$ cat src/sv/mbt_pkg.sv
// mbt_pkg: shared types and codes for the multiset bag table
// opcode and status codes, controller state type; no dependencies
`default_nettype none

package mbt_pkg;

  // opcodes carried by an input beat
  localparam logic [2:0] OP_INSERT    = 3'd0;
  localparam logic [2:0] OP_ERASE_ONE = 3'd1;
  localparam logic [2:0] OP_ERASE_ALL = 3'd2;
  localparam logic [2:0] OP_COUNT     = 3'd3;
  localparam logic [2:0] OP_READ      = 3'd4;

  // result status codes
  localparam logic [1:0] ST_OK    = 2'd0;
  localparam logic [1:0] ST_FULL  = 2'd1;
  localparam logic [1:0] ST_RANGE = 2'd2;

  // controller states
  typedef enum logic [2:0] {
    S_IDLE,
    S_RDATA,
    S_SCAN,
    S_MOVE,
    S_DONE
  } state_t;

endpackage

`default_nettype wire

$ cat src/sv/multiset_bag_table.sv
// Multiset bag table: values live in a single-port-read table memory with an
// occupancy count; one item is processed at a time and gives one result beat.
// Insert, an unknown opcode, an out-of-range read and a search of an empty
// table offer their result in the cycle after the input beat; a valid read
// first passes through S_RDATA for the registered read data. Count,
// erase-first and erase-all walk the table one cycle at a time. Each cycle
// either steps to the next entry or removes one. A removal moves the last
// entry into the freed slot and tests it there. The input stays stalled
// until the cycle after the result beat. The read port of the table sets
// this pace.
// depends on mbt_pkg and mbt_mem
`default_nettype none

module multiset_bag_table
  import mbt_pkg::*;
#(
  parameter int CAPACITY   = 64,
  parameter int VALUE_BITS = 32
) (
  input  wire logic        clk,
  input  wire logic        rst,
  input  wire logic        in_valid,
  output logic             in_stall,
  input  wire logic [2:0]  opcode,
  input  wire logic [31:0] item_value,
  input  wire logic [5:0]  slot_index,
  output logic             out_valid,
  input  wire logic        out_stall,
  output logic      [31:0] read_value,
  output logic      [6:0]  match_count,
  output logic      [1:0]  status,
  output logic      [6:0]  occupancy
);

  localparam int AW = $clog2(CAPACITY);
  localparam int CW = $clog2(CAPACITY + 1);
  localparam int IW = (CW > 6) ? CW : 6;

  state_t                state, state_next;
  logic [2:0]            op, op_next;
  logic [VALUE_BITS-1:0] val, val_next;
  logic [AW-1:0]         idx, idx_next;
  logic [CW-1:0]         cnt, cnt_next;
  logic [CW-1:0]         fill, fill_next;
  logic [31:0]           rdv, rdv_next;
  logic [1:0]            stat, stat_next;

  logic                  mem_we, mem_re;
  logic [AW-1:0]         mem_waddr, mem_raddr;
  logic [VALUE_BITS-1:0] mem_wdata, mem_rdata;

  logic                  accept;
  logic [VALUE_BITS-1:0] val_in;
  logic                  hit;
  logic                  more;
  logic [CW-1:0]         fill_dec;
  logic                  at_last;
  logic                  slot_ok;

  mbt_mem #(
    .DEPTH (CAPACITY),
    .WIDTH (VALUE_BITS)
  ) u_mem (
    .clk   (clk),
    .we    (mem_we),
    .waddr (mem_waddr),
    .wdata (mem_wdata),
    .re    (mem_re),
    .raddr (mem_raddr),
    .rdata (mem_rdata)
  );

  // handshake and shared conditions
  assign in_stall  = (state != S_IDLE);
  assign out_valid = (state == S_DONE);
  assign accept    = in_valid && !in_stall;
  assign val_in    = VALUE_BITS'(item_value);
  assign hit       = (mem_rdata == val);
  assign more      = (CW'(idx) + CW'(1)) < fill;
  assign fill_dec  = fill - CW'(1);
  assign at_last   = (CW'(idx) == fill_dec);
  assign slot_ok   = IW'(slot_index) < IW'(fill);

  // result fields
  assign read_value  = rdv;
  assign match_count = 7'(cnt);
  assign status      = stat;
  assign occupancy   = 7'(fill);

  // next state
  always_comb begin
    state_next = state;
    unique case (state)
      S_IDLE: begin
        if (accept) begin
          unique case (opcode) inside
            OP_INSERT: state_next = S_DONE;
            OP_READ:   state_next = slot_ok ? S_RDATA : S_DONE;
            OP_ERASE_ONE, OP_ERASE_ALL, OP_COUNT:
              state_next = (fill == '0) ? S_DONE : S_SCAN;
            default:   state_next = S_DONE;
          endcase
        end
      end
      S_RDATA: state_next = S_DONE;
      S_SCAN: begin
        if (hit && op != OP_COUNT) begin
          state_next = at_last ? S_DONE : S_MOVE;
        end else begin
          state_next = more ? S_SCAN : S_DONE;
        end
      end
      S_MOVE: begin
        if (op == OP_ERASE_ONE) begin
          state_next = S_DONE;
        end else if (hit) begin
          state_next = at_last ? S_DONE : S_MOVE;
        end else begin
          state_next = more ? S_SCAN : S_DONE;
        end
      end
      S_DONE: state_next = out_stall ? S_DONE : S_IDLE;
      default: state_next = S_IDLE;
    endcase
  end

  // datapath and table accesses
  always_comb begin
    op_next   = op;
    val_next  = val;
    idx_next  = idx;
    cnt_next  = cnt;
    fill_next = fill;
    rdv_next  = rdv;
    stat_next = stat;
    mem_we    = 1'b0;
    mem_waddr = idx;
    mem_wdata = mem_rdata;
    mem_re    = 1'b0;
    mem_raddr = '0;
    unique case (state)
      S_IDLE: begin
        if (accept) begin
          op_next   = opcode;
          val_next  = val_in;
          idx_next  = '0;
          cnt_next  = '0;
          rdv_next  = '0;
          stat_next = ST_OK;
          unique case (opcode) inside
            OP_INSERT: begin
              if (fill < CW'(CAPACITY)) begin
                mem_we    = 1'b1;
                mem_waddr = AW'(fill);
                mem_wdata = val_in;
                fill_next = fill + CW'(1);
              end else begin
                stat_next = ST_FULL;
              end
            end
            OP_READ: begin
              mem_re    = 1'b1;
              mem_raddr = AW'(slot_index);
              if (!slot_ok) begin
                stat_next = ST_RANGE;
              end
            end
            OP_ERASE_ONE, OP_ERASE_ALL, OP_COUNT: begin
              mem_re    = 1'b1;
              mem_raddr = '0;
            end
            default: ;
          endcase
        end
      end
      S_RDATA: rdv_next = 32'(mem_rdata);
      S_SCAN: begin
        // erase hit: drop the count and fetch the last entry
        if (hit && op != OP_COUNT) begin
          fill_next = fill_dec;
          cnt_next  = cnt + CW'(1);
          if (!at_last) begin
            mem_re    = 1'b1;
            mem_raddr = AW'(fill_dec);
          end
        end else begin
          if (hit) begin
            cnt_next = cnt + CW'(1);
          end
          if (more) begin
            mem_re    = 1'b1;
            mem_raddr = AW'(CW'(idx) + CW'(1));
            idx_next  = AW'(CW'(idx) + CW'(1));
          end
        end
      end
      S_MOVE: begin
        // last entry fills the freed slot, then is tested in place unless erasing one
        mem_we    = 1'b1;
        mem_waddr = idx;
        mem_wdata = mem_rdata;
        if (op != OP_ERASE_ONE) begin
          if (hit) begin
            fill_next = fill_dec;
            cnt_next  = cnt + CW'(1);
            if (!at_last) begin
              mem_re    = 1'b1;
              mem_raddr = AW'(fill_dec);
            end
          end else if (more) begin
            mem_re    = 1'b1;
            mem_raddr = AW'(CW'(idx) + CW'(1));
            idx_next  = AW'(CW'(idx) + CW'(1));
          end
        end
      end
      S_DONE: ;
      default: ;
    endcase
  end

  // control registers
  always_ff @(posedge clk) begin
    if (rst) begin
      state <= S_IDLE;
      fill  <= '0;
    end else begin
      state <= state_next;
      fill  <= fill_next;
    end
  end

  // payload registers
  always_ff @(posedge clk) begin
    op   <= op_next;
    val  <= val_next;
    idx  <= idx_next;
    cnt  <= cnt_next;
    rdv  <= rdv_next;
    stat <= stat_next;
  end

`ifndef SYNTHESIS
  // a slot is never read and written in the same cycle
  a_no_rw_clash: assert property (@(posedge clk) disable iff (rst)
    (mem_we && mem_re) |-> (mem_waddr != mem_raddr))
    else $error("table read and write hit the same slot");

  // the scan index always points inside the occupied part
  a_scan_in_range: assert property (@(posedge clk) disable iff (rst)
    (state == S_SCAN) |-> (CW'(idx) < fill))
    else $error("scan index beyond occupancy");

  // occupancy only grows on an accepted beat
  a_no_growth_busy: assert property (@(posedge clk) disable iff (rst)
    (state != S_IDLE) |=> (fill <= $past(fill)))
    else $error("occupancy grew while busy");

  // a full status comes only with a full table
  a_full_status: assert property (@(posedge clk) disable iff (rst)
    (out_valid && stat == ST_FULL) |-> (fill == CW'(CAPACITY)))
    else $error("full status with free slots");

  // occupancy never exceeds capacity
  a_fill_cap: assert property (@(posedge clk) disable iff (rst)
    accept |=> (fill <= CW'(CAPACITY)))
    else $error("occupancy beyond capacity");
`endif

endmodule

`default_nettype wire

$ cat src/sv/mbt_mem.sv
// mbt_mem: entry table of the multiset bag
// one write port, one read port, registered read data; no dependencies
`default_nettype none

module mbt_mem #(
  parameter int DEPTH = 64,
  parameter int WIDTH = 32,
  parameter int AW    = $clog2(DEPTH)
) (
  input  wire logic             clk,
  input  wire logic             we,
  input  wire logic [AW-1:0]    waddr,
  input  wire logic [WIDTH-1:0] wdata,
  input  wire logic             re,
  input  wire logic [AW-1:0]    raddr,
  output logic      [WIDTH-1:0] rdata
);

  logic [WIDTH-1:0] mem [DEPTH];

  // write port
  always_ff @(posedge clk) begin
    if (we) begin
      mem[waddr] <= wdata;
    end
  end

  // read port, registered read data
  always_ff @(posedge clk) begin
    if (re) begin
      rdata <= mem[raddr];
    end
  end

endmodule

`default_nettype wire
$ cat config.mk
export PLATFORM = sky130hd
export DESIGN_NAME = multiset_bag_table
export DESIGN_NICKNAME = d
export VERILOG_FILES = /design/src/sv/mbt_pkg.sv /design/src/sv/multiset_bag_table.sv /design/src/sv/mbt_mem.sv
export SDC_FILE = /design/constraint.sdc
export NUM_CORES = 2
export LEC_CHECK = 0
export BUFFER_PORTS_ARGS = -buffer_cell sky130_fd_sc_hd__buf_2
export CORE_ASPECT_RATIO = 1.25
export CORE_UTILIZATION = 34
export DETAILED_ROUTE_END_ITERATION = 7
export GPL_ROUTABILITY_DRIVEN = 0
export PLACE_DENSITY = 0.55
export SYNTH_ARGS = -nofsm -noshare
export SYNTH_HDL_FRONTEND = slang
export SYNTH_SLANG_ARGS = --single-unit
$ cat constraint.sdc
create_clock -name clk -period 10.1 [get_ports clk]
set_clock_uncertainty 0.15 [all_clocks]
set_input_delay 0.505 -clock clk [delete_from_list [all_inputs] [get_ports clk]]
set_output_delay 0.505 -clock clk [all_outputs]
set_load 0.03 [all_outputs]
==> results.md <==
Outcome:
- The run finished with clean final reports.

Setup path:
- STA puts the critical path data required time at 10.42 ns.
- The setup path with the least slack is of type reg2reg.
- The largest driver fanout on the critical path is 81.
- The worst register-to-register path has a setup slack of 2.49 ns.
- The capturing instance or port of the critical path is u_mem.rdata[21]$_DFFE_PP_.
- The kind of end point of the critical path is a flop.
- The startpoint of the lowest-slack register-to-register path is idx[1]$_SDFFCE_PP0P_.
- The critical path startpoint is idx[1]$_SDFFCE_PP0P_.
- The arrival time at the worst endpoint is 7.93 ns.
- STA classifies the critical path startpoint as a flop.
- The number of cells on the worst reg-to-reg path is 19.
- The end of the worst register-to-register path is u_mem.rdata[21]$_DFFE_PP_.

Logic synthesis:
- Of all cell types, the one taking the most synthesized area is sky130_fd_sc_hd__edfxtp_1.
- The area share of the largest cell type after synthesis is 77.0%.
- The synthesized netlist cell count is 4733.
- Among all flip-flop cells after synthesis, the most frequent one is sky130_fd_sc_hd__edfxtp_1.
- Summing the sequential cell areas from Yosys gives 77.2% of the chip area.
- Yosys mapped a number of flops with a built-in enable equal to 2162.
- The average instance in the mapped netlist occupies 17.8 um2.
- After synthesis, the share of flip-flops with an asynchronous set or reset is 0%.
- The yosys synthesis warning count is 0.
- Synthesis inferred 2172 register bits.
- The mapped cell area is 0.0844 mm2.
- Counting every net in the synthesized netlist gives 4795.
- After synthesis, the cell types taking the most area are sky130_fd_sc_hd__edfxtp_1 (77%), sky130_fd_sc_hd__mux2i_1 (12%), sky130_fd_sc_hd__o22ai_1 (3.7%).
- In this run, distinct cell masters in the synthesized netlist total 62.

Timing:
- The final-report hold violation count is 0.
- The number of pins with negative max-slew slack in the final report is 0.
- The worst hold slack after final layout is 0.121 ns.
- In the post-route analysis, the smallest setup slack over all paths is 2.49 ns.
- For this run, the top clock speed supported by timing is 0.131 GHz.
- Dividing the final minimum period by the clock period gives 75.3%.
- After routing, the total negative slack on setup checks comes to 0 ns.
- The clock period could shrink to 7.61 ns.
- Setup repair after global routing left no endpoint under its margin.
- The tightest slew margin relative to the limit is 10.9%.
- The worst-margin pin slew is 1.33 ns.
- Setup violations remaining at the end of the flow were counted as 0.

Global route:
- The global-route total usage across every layer is 19.5%.
- Entering global routing, the biggest net connects 107 pins.
- The number of global-route vias before repair is 44700.
- After global routing the overflow that remains totals 0.
- The first-pass GRT wire length is 347 mm.
- The initial antenna violation count is 12.

CTS:
- The clock latency on the worst-skew pair is 0.84 ns.
- The maximum buffer depth of the clock tree is 4.
- CTS saw 2172 sinks.
- The TritonCTS clock tree is done.
- Counting the buffers created by CTS gives 206.
- Clock tree synthesis selected as its root buffer the cell sky130_fd_sc_hd__clkbuf_16.
- The register clock-pin slew on the reported worst setup and hold paths is 0.06 ns.
- The H-tree was split into 4 levels.
- The post-CTS setup buffer count is 0.

Job:
- The tool flagged a number of max-cap violations equal to 0.

Power:
- The worst-case IR drop observed on VDD is 0.000155 V.
- The design draws 18.3 mW.
- For this design the ratio of total power to cell area is 189 mW/mm2.
- The leakage power summed over all cells is 36.5 nW.

Placed design:
- The post-place instance area is 0.0900 mm2.
- In this run the tool buffered the top-level ports with 94 buffer cells.
- The number of placed instances with taps included is 8031.
- The sum of net half-perimeters after detailed placement is 134 mm.
- OpenSTA, run right after detailed placement, puts the worst setup slack at 2.72 ns.

Die:
- The core area is 0.247 mm2.
- The standard-cell row count is 204.
- The starting utilization of the core area is 34.2%.
- For this design the top-level I/O count stands at 95.
- The floorplan step set the die height to 559 um.
- The die area is 0.250 mm2.
- The horizontal die dimension is 448 um.

Finish:
- The layout has 22300 filler cells.
- After the last flow step, the layout net total stands at 5045.
- The area growth from synthesis to layout is 14.5%.
- The finished layout holds 8432 standard cells, fillers aside.
- The end-of-flow core utilization is 39.1%.
- In the final layout, the share of cells above drive strength 1 is 13.4%.
- Summing all non-filler instances in the final layout gives an area of 0.0966 mm2.

Detailed routing:
- The detail route stage leaves a number of antenna-violating nets equal to 0.
- For this run, design rule violations remaining after detail routing come to 0.
- Wires add up to 251 mm.
- The routed layout has 46100 vias.
- The number of detailed-route iterations in the first pass is 5.
- The detailed router finished its first iteration with 5019 violations.
- The routed wire length per instance is 29.7 um.
- The vias per cell is 5.47.

Hold path:
- The path type of the worst min-delay path is in2reg.
sequential cells by signal, indices dropped and copies added (netlist names):
| register | cells |
|---|---|
| idx | 6 |
| match_count | 7 |
| occupancy | 7 |
| op | 3 |
| read_value | 32 |
| state | 3 |
| status | 2 |
| u_mem.mem | 2048 |
| u_mem.rdata | 32 |
| val | 32 |
synthesized netlist by cell type, types with 5 or more instances:
library cell	n
sky130_fd_sc_hd__buf_1	6
sky130_fd_sc_hd__o31ai_1	6
sky130_fd_sc_hd__o221ai_1	32
sky130_fd_sc_hd__buf_2	160
sky130_fd_sc_hd__xnor2_1	53
sky130_fd_sc_hd__nor3_1	11
sky130_fd_sc_hd__nor2_1	112
sky130_fd_sc_hd__o21ai_0	20
sky130_fd_sc_hd__xor2_1	10
sky130_fd_sc_hd__mux2i_1	1014
sky130_fd_sc_hd__a21o_1	5
sky130_fd_sc_hd__and2_1	36
sky130_fd_sc_hd__nor4_1	129
sky130_fd_sc_hd__clkbuf_1	79
sky130_fd_sc_hd__or3_1	12
sky130_fd_sc_hd__ha_1	17
sky130_fd_sc_hd__nand4_1	15
sky130_fd_sc_hd__nand3b_1	5
sky130_fd_sc_hd__o22ai_1	502
sky130_fd_sc_hd__nand2_1	155
sky130_fd_sc_hd__edfxtp_1	2162
sky130_fd_sc_hd__a21oi_1	30
sky130_fd_sc_hd__o22a_1	32
sky130_fd_sc_hd__nand3_1	18
sky130_fd_sc_hd__dfxtp_1	10
sky130_fd_sc_hd__buf_6	16
sky130_fd_sc_hd__buf_4	9
sky130_fd_sc_hd__inv_1	14
sky130_fd_sc_hd__nand2b_1	7
per-layer routing:
layer	share of wire [%]	GRT usage [%]	wire (um)
met1	40	25.5	101000
met2	50	33.2	124000
met3	6.9	2.65	17300
met4	3.2	6.46	8110
met5	0.0028	0	7
area by class of cell:
class                           instances  area (um2)  area share, %
Inverter                               15        56.3         0.0583
Clock inverter                        106         845          0.874
Timing Repair Buffer                  312        2470           2.55
Clock buffer                          252        5370           5.56
Multi-Input combinational cell       2276       18600           19.3
Sequential cell                      2172       65100           67.4
Antenna cell                            3        7.51        0.00777
Tap cell                             3296        4120           4.27
what timing repair did:
item                                   in CTS  in global routing
endpoints found under the hold margin      46                  0
hold buffers                               39                  0
gates resized for setup                     0                  0
cell families after synthesis:
kind of cell / synth area share (%)
flops: 77.2
mux: 12.0
compound gates: 5.10
simple gates: 3.09
buf+inv: 1.69
xor+xnor: 0.654
fa+ha+maj: 0.252
placed cells by master, fill, tap and decap left out, drive strengths merged, types with 12 or more instances in the layout:
cell and count:
o221ai 32, mux2i 1014, clkbuf 253, bufinv 13, clkinv 86, inv 19
nor2 113, a21oi 31, nor4 130, o22a 32, and2 36, o22ai 502
or3 12, xnor2 53, dlygate4sd3 39, nand2 155, buf 272, nand4 15
o21ai 22, edfxtp 2162, nand3 20, ha 17
worst min-delay path by stage:
stage / end / cells past startpoint / startpoint / slack, ns
finish: status[1]$_DFFE_PP_ / 4 / slot_index[5] / 0.12
global route: status[1]$_DFFE_PP_ / 4 / slot_index[5] / 0.14
CTS: status[1]$_DFFE_PP_ / 4 / slot_index[5] / 0.07
detailed placement: match_count[6]$_DFFE_PP_ / 2 / match_count[6]$_DFFE_PP_ / 0.46
global placement: match_count[6]$_DFFE_PP_ / 2 / match_count[6]$_DFFE_PP_ / 0.45
floorplan: read_value[0]$_SDFFCE_PN0P_ / 1 / u_mem.rdata[0]$_DFFE_PP_ / 0.42
power by group:
part,internal (mW),switching [mW],total (mW)
clock,4.09,3.27,7.35
sequential,10.1,0.0512,10.1
combinational,0.208,0.622,0.830
total,14.4,3.94,18.3
worst max-delay path: stages (launching register included):
cell and delay [ns]:
sky130_fd_sc_hd__edfxtp_1 0.52, sky130_fd_sc_hd__ha_1 0.29, sky130_fd_sc_hd__nand3_1 0.14, sky130_fd_sc_hd__xor2_1 0.24, sky130_fd_sc_hd__inv_1 0.07, sky130_fd_sc_hd__ha_1 0.31
sky130_fd_sc_hd__o2111ai_1 0.12, sky130_fd_sc_hd__a31oi_1 0.32, sky130_fd_sc_hd__or2_2 0.26, sky130_fd_sc_hd__clkinv_1 0.23, sky130_fd_sc_hd__ha_1 0.28, sky130_fd_sc_hd__a32o_1 0.22
sky130_fd_sc_hd__a31oi_1 0.19, sky130_fd_sc_hd__a21boi_4 0.97, sky130_fd_sc_hd__buf_12 0.50, sky130_fd_sc_hd__buf_4 0.36, sky130_fd_sc_hd__mux2i_1 0.25, sky130_fd_sc_hd__o22ai_1 0.10
sky130_fd_sc_hd__nor4_1 1.09, sky130_fd_sc_hd__o221ai_1 0.44
No activity file was read; power rests on OpenSTA's default activity.
